### config.mk
export PLATFORM = sky130hd
export DESIGN_NAME = k_way_sorted_merge_flat
export DESIGN_NICKNAME = d
export VERILOG_FILES = /design/src/rtl/kwm_pkg.sv /design/src/rtl/kwm_if.sv /design/src/rtl/kwm_ctrl.sv /design/src/rtl/kwm_datapath.sv /design/src/rtl/k_way_sorted_merge.sv /design/src/flat_wrapper.sv
export SDC_FILE = /design/constraint.sdc
export NUM_CORES = 1
export LEC_CHECK = 0
export BUFFER_PORTS_ARGS = -buffer_cell sky130_fd_sc_hd__buf_2
export CAP_MARGIN = 20
export CORE_UTILIZATION = 45
export CTS_BUF_LIST = sky130_fd_sc_hd__clkbuf_4 sky130_fd_sc_hd__clkbuf_8 sky130_fd_sc_hd__clkbuf_16
export DETAILED_ROUTE_END_ITERATION = 8
export PLACE_DENSITY_LB_ADDON = 0.2
export SLEW_MARGIN = 40
export SYNTH_ARGS = -nofsm -noshare
export SYNTH_HDL_FRONTEND = slang
export SYNTH_SLANG_ARGS = --single-unit
### constraint.sdc
create_clock -name clk -period 15.7 [get_ports clk]
set_input_delay 3.14 -clock clk [delete_from_list [all_inputs] [get_ports clk]]
set_output_delay 3.14 -clock clk [all_outputs]
set_load 0.01 [all_outputs]
### src/rtl/kwm_pkg.sv
`default_nettype none

package kwm_pkg;

  // Sequence count, a power of two for the min tree.
  localparam int MAX_SEQ = 8;
  localparam int IDX_W   = $clog2(MAX_SEQ);
  localparam int VALUE_W = 32;
  localparam int CNT_W   = 4;
  localparam int ACT_W   = $clog2(MAX_SEQ + 1);
  localparam int SEQ_RESET = 8;

  // Item kinds on the input channel
  localparam logic ITEM_NEXT = 1'b0;
  localparam logic ITEM_DONE = 1'b1;

  // Config register index
  localparam logic REG_SEQ_IN_USE = 1'b0;

  typedef enum logic [1:0] {
    RK_ELEMENT = 2'd0,
    RK_FINISH  = 2'd1,
    RK_ERROR   = 2'd2
  } kind_t;

  typedef enum logic {
    ST_ACCEPT,
    ST_EVAL
  } state_t;

  // controller -> datapath
  typedef struct packed {
    logic take;         // apply accepted item to the marks
    logic post_error;   // load error result
    logic post_result;  // load min or finish result
  } cmd_t;

  // datapath -> controller
  typedef struct packed {
    logic misdirected;
    logic all_ready;
    logic out_free;
  } status_t;

endpackage

`default_nettype wire

### src/rtl/kwm_if.sv
`default_nettype none

// Input channel: one beat per item
interface kwm_in_if;
  logic                                 valid;
  logic                                 ready;
  logic                                 kind;
  logic [kwm_pkg::IDX_W-1:0]            sequence_index;
  logic signed [kwm_pkg::VALUE_W-1:0]   element_value;

  modport source (output valid, kind, sequence_index, element_value, input ready);
  modport sink   (input valid, kind, sequence_index, element_value, output ready);
endinterface

// Result channel: one beat per result
interface kwm_out_if;
  logic                                 valid;
  logic                                 ready;
  logic [1:0]                           result_kind;
  logic signed [kwm_pkg::VALUE_W-1:0]   merged_value;
  logic [kwm_pkg::IDX_W-1:0]            source_sequence;

  modport source (output valid, result_kind, merged_value, source_sequence, input ready);
  modport sink   (input valid, result_kind, merged_value, source_sequence, output ready);
endinterface

`default_nettype wire

### src/rtl/kwm_ctrl.sv
`default_nettype none

module kwm_ctrl (
  input  wire               clk,
  input  wire               rst,
  input  wire               in_valid,
  input  kwm_pkg::status_t  status,
  output logic              in_ready,
  output kwm_pkg::cmd_t     cmd
);

  kwm_pkg::state_t state, state_next;
  logic            accept;

  // state register
  always_ff @(posedge clk) begin
    if (rst) begin
      state <= kwm_pkg::ST_ACCEPT;
    end else begin
      state <= state_next;
    end
  end

  // next state and commands
  always_comb begin
    state_next = state;
    in_ready   = 1'b0;
    accept     = 1'b0;
    cmd        = '0;
    unique case (state)
      kwm_pkg::ST_ACCEPT: begin
        // only take a beat when the result register can hold its answer
        in_ready        = status.out_free;
        accept          = in_valid && status.out_free;
        cmd.take        = accept && !status.misdirected;
        cmd.post_error  = accept && status.misdirected;
        if (cmd.take) begin
          state_next = kwm_pkg::ST_EVAL;
        end
      end
      kwm_pkg::ST_EVAL: begin
        // heads settled: emit only once every sequence in use is valid or done
        cmd.post_result = status.all_ready;
        state_next      = kwm_pkg::ST_ACCEPT;
      end
      default: begin
        state_next = kwm_pkg::ST_ACCEPT;
      end
    endcase
  end

endmodule

`default_nettype wire

### src/rtl/kwm_datapath.sv
`default_nettype none

module kwm_datapath (
  input  wire                                clk,
  input  wire                                rst,
  // item payload
  input  wire                                item_kind,
  input  wire [kwm_pkg::IDX_W-1:0]           item_index,
  input  wire signed [kwm_pkg::VALUE_W-1:0]  item_value,
  // config
  input  wire                                cfg_write,
  input  wire                                cfg_sel,
  input  wire [kwm_pkg::CNT_W-1:0]           cfg_data,
  output logic [kwm_pkg::CNT_W-1:0]          seq_count,
  // control
  input  kwm_pkg::cmd_t                      cmd,
  output kwm_pkg::status_t                   status,
  kwm_out_if.source                          merged
);

  localparam int NODES = 2 * kwm_pkg::MAX_SEQ;

  logic signed [kwm_pkg::VALUE_W-1:0] heads [kwm_pkg::MAX_SEQ];
  logic [kwm_pkg::MAX_SEQ-1:0]        head_valid;
  logic [kwm_pkg::MAX_SEQ-1:0]        seq_done;
  logic [kwm_pkg::MAX_SEQ-1:0]        in_use;
  logic [kwm_pkg::ACT_W-1:0]          active_n;

  logic                               out_valid;
  kwm_pkg::kind_t                     out_kind;
  logic signed [kwm_pkg::VALUE_W-1:0] out_value;
  logic [kwm_pkg::IDX_W-1:0]          out_src;

  // min tree, heap order: node 1 is the root, leaves from MAX_SEQ up
  logic                               node_ok  [NODES];
  logic signed [kwm_pkg::VALUE_W-1:0] node_val [NODES];
  logic [kwm_pkg::IDX_W-1:0]          node_idx [NODES];

  logic [kwm_pkg::IDX_W-1:0]          best;
  logic                               any_valid;

  // clamp the register to 1 .. MAX_SEQ
  always_comb begin
    if (seq_count == '0) begin
      active_n = kwm_pkg::ACT_W'(1);
    end else if (int'(seq_count) > kwm_pkg::MAX_SEQ) begin
      active_n = kwm_pkg::ACT_W'(kwm_pkg::MAX_SEQ);
    end else begin
      active_n = kwm_pkg::ACT_W'(seq_count);
    end
    for (int i = 0; i < kwm_pkg::MAX_SEQ; i++) begin
      in_use[i] = int'(active_n) > i;
    end
  end

  // status towards the controller
  assign status.misdirected = !in_use[item_index] || head_valid[item_index]
                              || seq_done[item_index];
  assign status.all_ready   = &(head_valid | seq_done | ~in_use);
  assign status.out_free    = !out_valid || merged.ready;

  // three-level min tree; on a tie the left (lower index) side wins
  always_comb begin
    node_ok[0]  = 1'b0;
    node_val[0] = '0;
    node_idx[0] = '0;
    for (int i = 0; i < kwm_pkg::MAX_SEQ; i++) begin
      node_ok[kwm_pkg::MAX_SEQ + i]  = head_valid[i] && in_use[i];
      node_val[kwm_pkg::MAX_SEQ + i] = heads[i];
      node_idx[kwm_pkg::MAX_SEQ + i] = kwm_pkg::IDX_W'(i);
    end
    for (int n = kwm_pkg::MAX_SEQ - 1; n >= 1; n--) begin
      if (node_ok[2*n+1] && (!node_ok[2*n] || node_val[2*n+1] < node_val[2*n])) begin
        node_ok[n]  = 1'b1;
        node_val[n] = node_val[2*n+1];
        node_idx[n] = node_idx[2*n+1];
      end else begin
        node_ok[n]  = node_ok[2*n];
        node_val[n] = node_val[2*n];
        node_idx[n] = node_idx[2*n];
      end
    end
  end

  assign any_valid = node_ok[1];
  assign best      = node_idx[1];

  // control state: config, marks, result valid
  always_ff @(posedge clk) begin
    if (rst) begin
      seq_count  <= kwm_pkg::CNT_W'(kwm_pkg::SEQ_RESET);
      head_valid <= '0;
      seq_done   <= '0;
      out_valid  <= 1'b0;
    end else begin
      if (cfg_write && cfg_sel == kwm_pkg::REG_SEQ_IN_USE) begin
        seq_count <= cfg_data;
      end
      if (merged.valid && merged.ready) begin
        out_valid <= 1'b0;
      end
      if (cmd.take) begin
        if (item_kind == kwm_pkg::ITEM_NEXT) begin
          head_valid[item_index] <= 1'b1;
        end else begin
          seq_done[item_index] <= 1'b1;
        end
      end
      if (cmd.post_error) begin
        out_valid <= 1'b1;
      end
      if (cmd.post_result) begin
        out_valid <= 1'b1;
        if (any_valid) begin
          head_valid[best] <= 1'b0;
        end else begin
          head_valid <= '0;
          seq_done   <= '0;
        end
      end
    end
  end

  // payload: head values and result register
  always_ff @(posedge clk) begin
    if (cmd.take && item_kind == kwm_pkg::ITEM_NEXT) begin
      heads[item_index] <= item_value;
    end
    if (cmd.post_error) begin
      out_kind  <= kwm_pkg::RK_ERROR;
      out_value <= '0;
      out_src   <= item_index;
    end else if (cmd.post_result) begin
      if (any_valid) begin
        out_kind  <= kwm_pkg::RK_ELEMENT;
        out_value <= node_val[1];
        out_src   <= best;
      end else begin
        out_kind  <= kwm_pkg::RK_FINISH;
        out_value <= '0;
        out_src   <= '0;
      end
    end
  end

  assign merged.valid           = out_valid;
  assign merged.result_kind     = out_kind;
  assign merged.merged_value    = out_value;
  assign merged.source_sequence = out_src;

endmodule

`default_nettype wire

### src/rtl/k_way_sorted_merge.sv
`default_nettype none

// Channel   Dir  Beat contents
// items     in   kind, sequence_index, element_value
// merged    out  result_kind, merged_value, source_sequence
// apb       in   sequences_in_use at byte address 0
//
// A misdirected item's beat loads an error result; any other beat updates
// the marks, then the next cycle runs the 8-way min tree over the registered
// heads and loads the result register if every sequence in use is valid or done.
// Reset clears all marks and sets sequences_in_use to 8; no clearing pass.
// items.ready drops during the evaluate cycle and while a result waits
// in the output register without merged.ready.

module k_way_sorted_merge (
  input  wire         clk,
  input  wire         rst,
  kwm_in_if.sink      items,
  kwm_out_if.source   merged,
  input  wire         psel,
  input  wire         penable,
  input  wire         pwrite,
  input  wire  [2:0]  paddr,
  input  wire  [31:0] pwdata,
  output logic [31:0] prdata,
  output logic        pready
);

  kwm_pkg::cmd_t              cmd;
  kwm_pkg::status_t           status;
  logic [kwm_pkg::CNT_W-1:0]  seq_count;
  logic                       cfg_write;

  // APB: zero wait states, register 0 at byte 0
  assign pready    = 1'b1;
  assign cfg_write = psel && penable && pwrite;
  assign prdata    = (paddr[2] == kwm_pkg::REG_SEQ_IN_USE)
                     ? {{(32 - kwm_pkg::CNT_W){1'b0}}, seq_count} : '0;

  kwm_ctrl u_ctrl (
    .clk      (clk),
    .rst      (rst),
    .in_valid (items.valid),
    .status   (status),
    .in_ready (items.ready),
    .cmd      (cmd)
  );

  kwm_datapath u_dp (
    .clk        (clk),
    .rst        (rst),
    .item_kind  (items.kind),
    .item_index (items.sequence_index),
    .item_value (items.element_value),
    .cfg_write  (cfg_write),
    .cfg_sel    (paddr[2]),
    .cfg_data   (pwdata[kwm_pkg::CNT_W-1:0]),
    .seq_count  (seq_count),
    .cmd        (cmd),
    .status     (status),
    .merged     (merged)
  );

endmodule

`default_nettype wire

### src/flat_wrapper.sv
// flat-port wrapper written by rule: the top's interface ports become plain ports
module k_way_sorted_merge_flat 
  (clk, rst, psel, penable, pwrite, paddr, pwdata, prdata, pready, items_valid, items_kind, items_sequence_index, items_element_value, items_ready, merged_valid, merged_result_kind, merged_merged_value, merged_source_sequence, merged_ready);
  kwm_in_if items_i ();
  kwm_out_if merged_i ();
  input  wire clk;
  input  wire rst;
  input  wire psel;
  input  wire penable;
  input  wire pwrite;
  input  wire  [2:0] paddr;
  input  wire  [31:0] pwdata;
  output logic [31:0] prdata;
  output logic pready;
  input wire logic [$bits(items_i.valid)-1:0] items_valid;
  input wire logic [$bits(items_i.kind)-1:0] items_kind;
  input wire logic [$bits(items_i.sequence_index)-1:0] items_sequence_index;
  input wire logic [$bits(items_i.element_value)-1:0] items_element_value;
  output wire logic [$bits(items_i.ready)-1:0] items_ready;
  output wire logic [$bits(merged_i.valid)-1:0] merged_valid;
  output wire logic [$bits(merged_i.result_kind)-1:0] merged_result_kind;
  output wire logic [$bits(merged_i.merged_value)-1:0] merged_merged_value;
  output wire logic [$bits(merged_i.source_sequence)-1:0] merged_source_sequence;
  input wire logic [$bits(merged_i.ready)-1:0] merged_ready;
  assign items_i.valid = items_valid;
  assign items_i.kind = items_kind;
  assign items_i.sequence_index = items_sequence_index;
  assign items_i.element_value = items_element_value;
  assign items_ready = items_i.ready;
  assign merged_valid = merged_i.valid;
  assign merged_result_kind = merged_i.result_kind;
  assign merged_merged_value = merged_i.merged_value;
  assign merged_source_sequence = merged_i.source_sequence;
  assign merged_i.ready = merged_ready;
  k_way_sorted_merge u_core (.clk(clk), .rst(rst), .items(items_i), .merged(merged_i), .psel(psel), .penable(penable), .pwrite(pwrite), .paddr(paddr), .pwdata(pwdata), .prdata(prdata), .pready(pready));
endmodule
==> impl_metrics.toml, run 1 <==
[sta]
fin_crit_sh = 0.674
hold_viol = 0
skew_ns = 0.0139
slew_violations = 0
rsz0062_at_grt = "false"
whs_ns = 0.450
layout_min_cycle_time_ns = 10.58
finalSetupViolCount = 0
slew_headroom = 0.478
clock.fmax_mhz = 94.5
worst_slew_pin_slew_ns = 0.776
setup_tns_ns = 0

[synth]
ys_seq_area_frac = 0.471
syn_inst = 1677
postSynthAreaPerCell_um2 = 11.3
yosysTopAreaCellShare = 0.412
syn_area_um2 = 18900
ys_seq_elements = 315
synth_flop_cell = "edfxtp_1"
synth_area_leader_cell = "edfxtp_1"
async_flop_share = 0
synth_edf_count = 259
yosysUniqueCellTypes = 76
yosys_warnings = 0
yosys-top-cells-area = "edfxtp_1 (41%), ha_1 (14%), mux2i_1 (12%), dfxtp_1 (5.9%), inv_1 (4.6%)"

[placement]
dpl.hpwl_mm = 35.0
place_congestion = 0.878
io_buffers = 90

[power_and_ir_drop]
internal_power_uw = 1510
power.density_nw_per_um2 = 92.1
power.leakage_uw = 0.00922
irDropWorstVdd_uv = 73.6
power_frac_comb = 0.067
seqPwrFrac = 0.473
total_power_uw = 1950
switching_share = 0.224
pwr-share-clk = 0.460
switching_power_uw = 436

[worst_hold_path]
hp-start = "u_core.u_dp.merged.merged_value[11]"
min_path_cells = 2
hold_end = "u_core.u_dp.merged.merged_value[11]"
hold_path_class = "reg2reg"

[detailed_routing]
ant_nets = 0
drt_pass1_iterations = 9
vias_per_cell = 5.61
drtIter0Drc = 787
wl_mm = 47.3
drc = 1
num_vias = 13121
post_drt_wl_per_cell_um = 20.2

[setup_path]
cp.arrival_ns = 10.87
rr_worst_depth = 33
cpMaxStageDelayCell = "o41ai_2"
r2r-start = "u_core.u_dp.heads[7][7]"
reg2reg_slack_ns = 5.12
crit_buf_inv = 4
r2r_end = "u_core.u_dp.merged.source_sequence[1]"
path_max_fanout = 36
end_kind = "register"
cp_common_cell = "a21o_1"
cp-start-kind = "register"
crit_type = "reg2reg"
crit_required_ns = 15.99
crit_family = "compound AO/OA/AOI/OAI gates"
cpPeakStageDelay_ns = 0.76

[finish]
multi_input_area_um2 = 8810
layout.nets = 2074
antennaDiodeCount = 0
regArea_um2 = 8900
areaGrowthSynthToFinish_pct = 11.9
fillers = 3595
drive_gt1_frac = 0.119

[global_route]
grt_pass1_wl_mm = 71.5
grt_start_max_net_pins = 37
grt_pass1_vias = 12885
overflow = 0
antenna_found_initial = 0
use_met3 = 0.0350
track_usage = 0.224
use_met2 = 0.380
grt_use_met1 = 0.292
busiest_layer = "met2"

[status]
status = "complete, but fails checks"
violations = "design-rule violations"

[floorplanning]
initial_utilization = 0.459
fp.dieArea_um2 = 42800
die_width_um = 207
num_rows = 74
design.core.area_um2 = 41100
die_y_um = 207
ios = 150

[clock_network]
cts_tree = "built"
cts_setup_buffers = 0
htreeDepth = 2
clock_path_buffers = 3
cts.clk_slew.worst_paths_ns = 0.06
hold_buffers = 0
cts_root_buf = "clkbuf_16"
numCtsBuffers = 37
cts_resized = 0
clock-sinks = 315
clk_latency_ns = 0.56

[job]
cap_violations = 0
==> area by class of cell <==
class,instances,share of cell area
tap,532,0.0315
inverter,231,0.0410
sequential,315,0.421
multi-input combinational,1085,0.417
clock inverter,16,0.00877
clock buffer,52,0.0514
timing repair buffer,109,0.0288
==> state kept, by name, summed over array words and instances, names as in the netlist <==
| signal | flops |
|---|---|
| u_core.u_dp.seq_done | 8 |
| u_core.u_dp.heads | 256 |
| u_core.u_dp.merged.merged_value | 32 |
| u_core.u_dp.seq_count | 4 |
| u_core.u_dp.merged.result_kind | 2 |
| u_core.u_ctrl.state | 1 |
| u_core.u_dp.merged.source_sequence | 3 |
| u_core.u_dp.head_valid | 8 |
| u_core.u_dp.merged.valid | 1 |
==> stage by stage <==
stage / area [um2] / setup slack, ns / std cells / utilization
after floorplan: 19000 / 7.80 / 1704 / -
after global placement: 19800 / 5.45 / 2270 / 0.481
after detailed placement: 19800 / 5.25 / 2272 / 0.483
after CTS: 21100 / 5.17 / 2340 / 0.514
after global routing: 21100 / 4.59 / 2340 / 0.514
final: 21100 / 5.12 / 2340 / 0.514
==> cells by family (layout without fill, tap and decap cells) <==
logic type | count (synthesis) | after routing | synth area share
flops | 315 | 315 | 0.471
xor+xnor | 4 | 4 | 0.00186
mux | 229 | 229 | 0.123
buf+inv | 304 | 408 | 0.0730
simple gates | 301 | 301 | 0.0807
other cells | 2 | 29 | 0.000398
fa+ha+maj | 217 | 217 | 0.144
compound gates | 305 | 305 | 0.105
==> worst max path at each step <==
stage / cells past startpoint / end / start / slack, ns
after floorplan: 9 / u_core.u_dp.head_valid[4] / items_sequence_index[2] / 7.80
after global placement: 33 / u_core.u_dp.merged.source_sequence[1] / u_core.u_dp.heads[7][7] / 5.45
after detailed placement: 33 / u_core.u_dp.merged.source_sequence[1] / u_core.u_dp.heads[7][7] / 5.25
after CTS: 33 / u_core.u_dp.merged.source_sequence[1] / u_core.u_dp.heads[7][7] / 5.17
after global routing: 34 / u_core.u_dp.merged.source_sequence[1] / u_core.u_dp.heads[6][7] / 4.59
final: 33 / u_core.u_dp.merged.source_sequence[1] / u_core.u_dp.heads[7][7] / 5.12
==> routing by layer <==
layer,wire length [um],vias up,part of all wire
met4,1210,0,0.025
met1,20800,6395,0.44
li1,-,6289,-
met3,2690,71,0.057
met2,22600,366,0.48
met5,0,-,0
==> cell usage after synthesis, types with 4 or more instances <==
master,count
edfxtp_1,259
inv_1,231
mux2i_1,218
ha_1,217
nand2_1,94
a21oi_1,90
dfxtp_1,56
nor2_1,49
o21ai_0,46
buf_4,42
o21ai_1,36
nand4_1,33
a21o_1,28
nor3_1,25
nand3_1,24
clkbuf_1,17
nor2b_1,14
a211oi_1,12
nand2b_1,11
a211o_1,10
buf_6,10
mux2i_2,10
and3_1,9
a22o_1,8
a31oi_1,7
and4_1,7
nor4_1,7
o211ai_1,7
o21a_1,7
nor3b_1,6
or3_1,6
nand3b_1,5
a2111oi_0,4
a41oi_1,4
==> cells in the final DEF, fill, tap and decap left out, types with 5 or more instances in the layout <==
cell / n
and3_1: 9
nand2b_1: 11
dfxtp_1: 56
nor3b_1: 5
a211oi_1: 12
and4_1: 7
nor3_1: 21
a21oi_1: 90
mux2i_2: 10
mux2i_1: 218
or3_1: 6
nand3b_1: 5
a31oi_1: 7
clkbuf_16: 39
buf_4: 17
a21o_1: 27
edfxtp_1: 259
nand4_1: 33
nor2b_1: 13
a211o_1: 10
o211ai_1: 7
conb_1: 29
a22o_1: 8
nand3_1: 24
inv_1: 231
ha_1: 217
nor2_1: 47
o21a_1: 7
clkinv_2: 9
buf_2: 90
nand2_1: 93
clkbuf_4: 11
o21ai_1: 36
o21ai_0: 46
==> power groups by stage <==
stage          sequential (uW)  combinational [uW]  clock, uW
6_report                   919                 131        895
5_1_grt                    920                 145        942
4_1_cts                    919                 131        913
3_5_place_dp               937                 131          0
3_3_place_gp               936                 126          0
2_1_floorplan              936                87.1          0
==> worst register-to-register path, delay by kind of cell (launching register included) <==
| kind | cells | cell delay, ns |
|---|---|---|
| buffers and inverters | 4 | 1.79 |
| xor gates and xnor gates | 1 | 0.21 |
| adders and majority gates | 3 | 0.96 |
| AOI/OAI and AO/OA | 18 | 5.21 |
| and+or+nand+nor | 3 | 0.40 |
| muxes | 4 | 1.35 |
| DFF | 1 | 0.39 |
No activity file was read; power rests on OpenSTA's default activity.
==> run 2, diff against run 1 <==
clock period = 9.7 ns   (was 15.7 ns; I/O delays follow)
==> impl_metrics.toml, run 2 (synthesis results as in run 1) <==
[status]
status = "complete, but fails checks"
violations = "design-rule violations"

[clock_network]
clk_latency_ns = 0.55
htreeDepth = 2
hold_buffers = 0
clock_path_buffers = 3
clock-sinks = 315
numCtsBuffers = 36
cts_tree = "built"
cts.clk_slew.worst_paths_ns = 0.06
cts_root_buf = "clkbuf_16"

[global_route]
antenna_found_initial = 1
grt_pass1_vias = 12562
grt_pass1_wl_mm = 71.1
overflow = 0
grt_start_max_net_pins = 34
track_usage = 0.224

[sta]
whs_ns = 0.445
layout_min_cycle_time_ns = 9.14
fin_crit_sh = 0.942
rsz0062_at_grt = "false"
clock.fmax_mhz = 109
slew_headroom = 0.529
skew_ns = 0.0181
setup_tns_ns = 0
slew_violations = 0
worst_slew_pin_slew_ns = 0.700
finalSetupViolCount = 0
hold_viol = 0

[placement]
io_buffers = 90
place_congestion = 0.903
dpl.hpwl_mm = 35.6
dp_cells = 2289

[worst_hold_path]
hold_path_class = "reg2reg"

[setup_path]
cpMaxStageDelayCell = "nor4_4"
r2r-start = "u_core.u_dp.heads[1][31]"
path_max_fanout = 16
crit_start = "u_core.u_dp.heads[1][31]"
worstSetupEndpoint = "u_core.u_dp.merged.merged_value[13]"
crit_required_ns = 10.11
crit_type = "reg2reg"
cp.arrival_ns = 9.54
cpPeakStageDelay_ns = 0.49
end_kind = "register"
reg2reg_slack_ns = 0.56
cp-start-kind = "register"
cp_common_cell = "a21o_1"
rr_worst_depth = 33
r2r_end = "u_core.u_dp.merged.merged_value[13]"

[floorplanning]
initial_utilization = 0.459
die_y_um = 207
die_width_um = 207
num_rows = 74
design.core.area_um2 = 41100
fp.dieArea_um2 = 42800
ios = 150

[finish]
layout_common_cells = "edfxtp_1 (259), inv_1 (231), mux2i_1 (218)"
regArea_um2 = 8900
layout.nets = 2090
drive_gt1_frac = 0.125
fillers = 3599
final_cells = 2353
largest_reg_flops = 256
antennaDiodeCount = 0
multi_input_area_um2 = 8810
final_common_cell = "edfxtp_1"
top_register = "u_core.u_dp.heads"
areaGrowthSynthToFinish_pct = 12.4

[detailed_routing]
drt_pass1_iterations = 9
drc = 5
wl_mm = 47.7
vias_per_cell = 5.57
num_vias = 13104
post_drt_wl_per_cell_um = 20.3
drtIter0Drc = 797
ant_nets = 0

[power_and_ir_drop]
power.density_nw_per_um2 = 143
power.leakage_uw = 0.00928
irDropWorstVdd_uv = 106

[job]
cap_violations = 0
[run 2: cell count changes in the layout (fill, tap and decap cells not counted), sizes merged]
| cell | delta |
|---|---|
| buf | +17 |
| bufinv | -4 |
| inv | -1 |
| clkinvlp | +1 |
[run 2: critical path: cells and delay by family (launching register included)]
kind	cells	cell delay [ns]
AOI/OAI and AO/OA	18	4.39
adders and majority gates	3	1.10
buffers and inverters	4	0.80
DFF	1	0.39
muxes	3	0.91
and+or+nand+nor	5	1.34
[run 2: what timing repair did]
item	in CTS	in global routing
setup buffers	0	0
endpoints found under the setup margin	0	41
resized for setup	0	4
endpoints found under the hold margin	0	0
[run 2: worst min-delay path by stage]
stage | from | to | cells after the start
global placement | u_core.u_dp.merged.result_kind[1] | u_core.u_dp.merged.result_kind[1] | 1
detailed placement | u_core.u_dp.merged.merged_value[6] | u_core.u_dp.merged.merged_value[6] | 2
CTS | u_core.u_dp.merged.merged_value[6] | u_core.u_dp.merged.merged_value[6] | 2
floorplan | u_core.u_dp.seq_done[4] | u_core.u_dp.seq_done[4] | 1
global route | u_core.u_dp.merged.merged_value[7] | u_core.u_dp.merged.merged_value[7] | 2
finish | u_core.u_dp.merged.merged_value[24] | u_core.u_dp.merged.merged_value[24] | 2
[run 2: where the power goes]
part / total (uW) / switching [uW] / internal [uW]
Clock: 1330 / 544 / 785
Combinational: 218 / 139 / 78.8
Sequential: 1490 / 9.21 / 1480
Total: 3030 / 692 / 2340
[run 2: final cells by class]
class                           instances  area share
Sequential cell                       315       0.420
Inverter                              231      0.0409
Tap cell                              532      0.0314
Clock buffer                           52      0.0515
Multi-Input combinational cell       1085       0.415
Timing Repair Buffer                  126      0.0382
Clock inverter                         12     0.00319
[run 2: through the flow]
step | utilization | power [uW] | cell area [um2] | worst slack, ns
6_report | 0.516 | 3030 | 21200 | 0.564
5_1_grt | 0.516 | 3140 | 21200 | 0.0768
2_1_floorplan | - | 1660 | 19000 | 2.37
4_1_cts | 0.515 | 3070 | 21200 | 0.301
3_5_place_dp | 0.487 | 1730 | 20000 | 0.364
3_3_place_gp | 0.486 | 1730 | 20000 | 0.554
[run 2: metal layers]
| metal | global-route usage | part of all wire |
|---|---|---|
| met1 | 0.298 | 0.44 |
| met2 | 0.378 | 0.47 |
| met3 | 0.0303 | 0.056 |
| met4 | 0.0717 | 0.025 |
| met5 | 0 | 0.00027 |
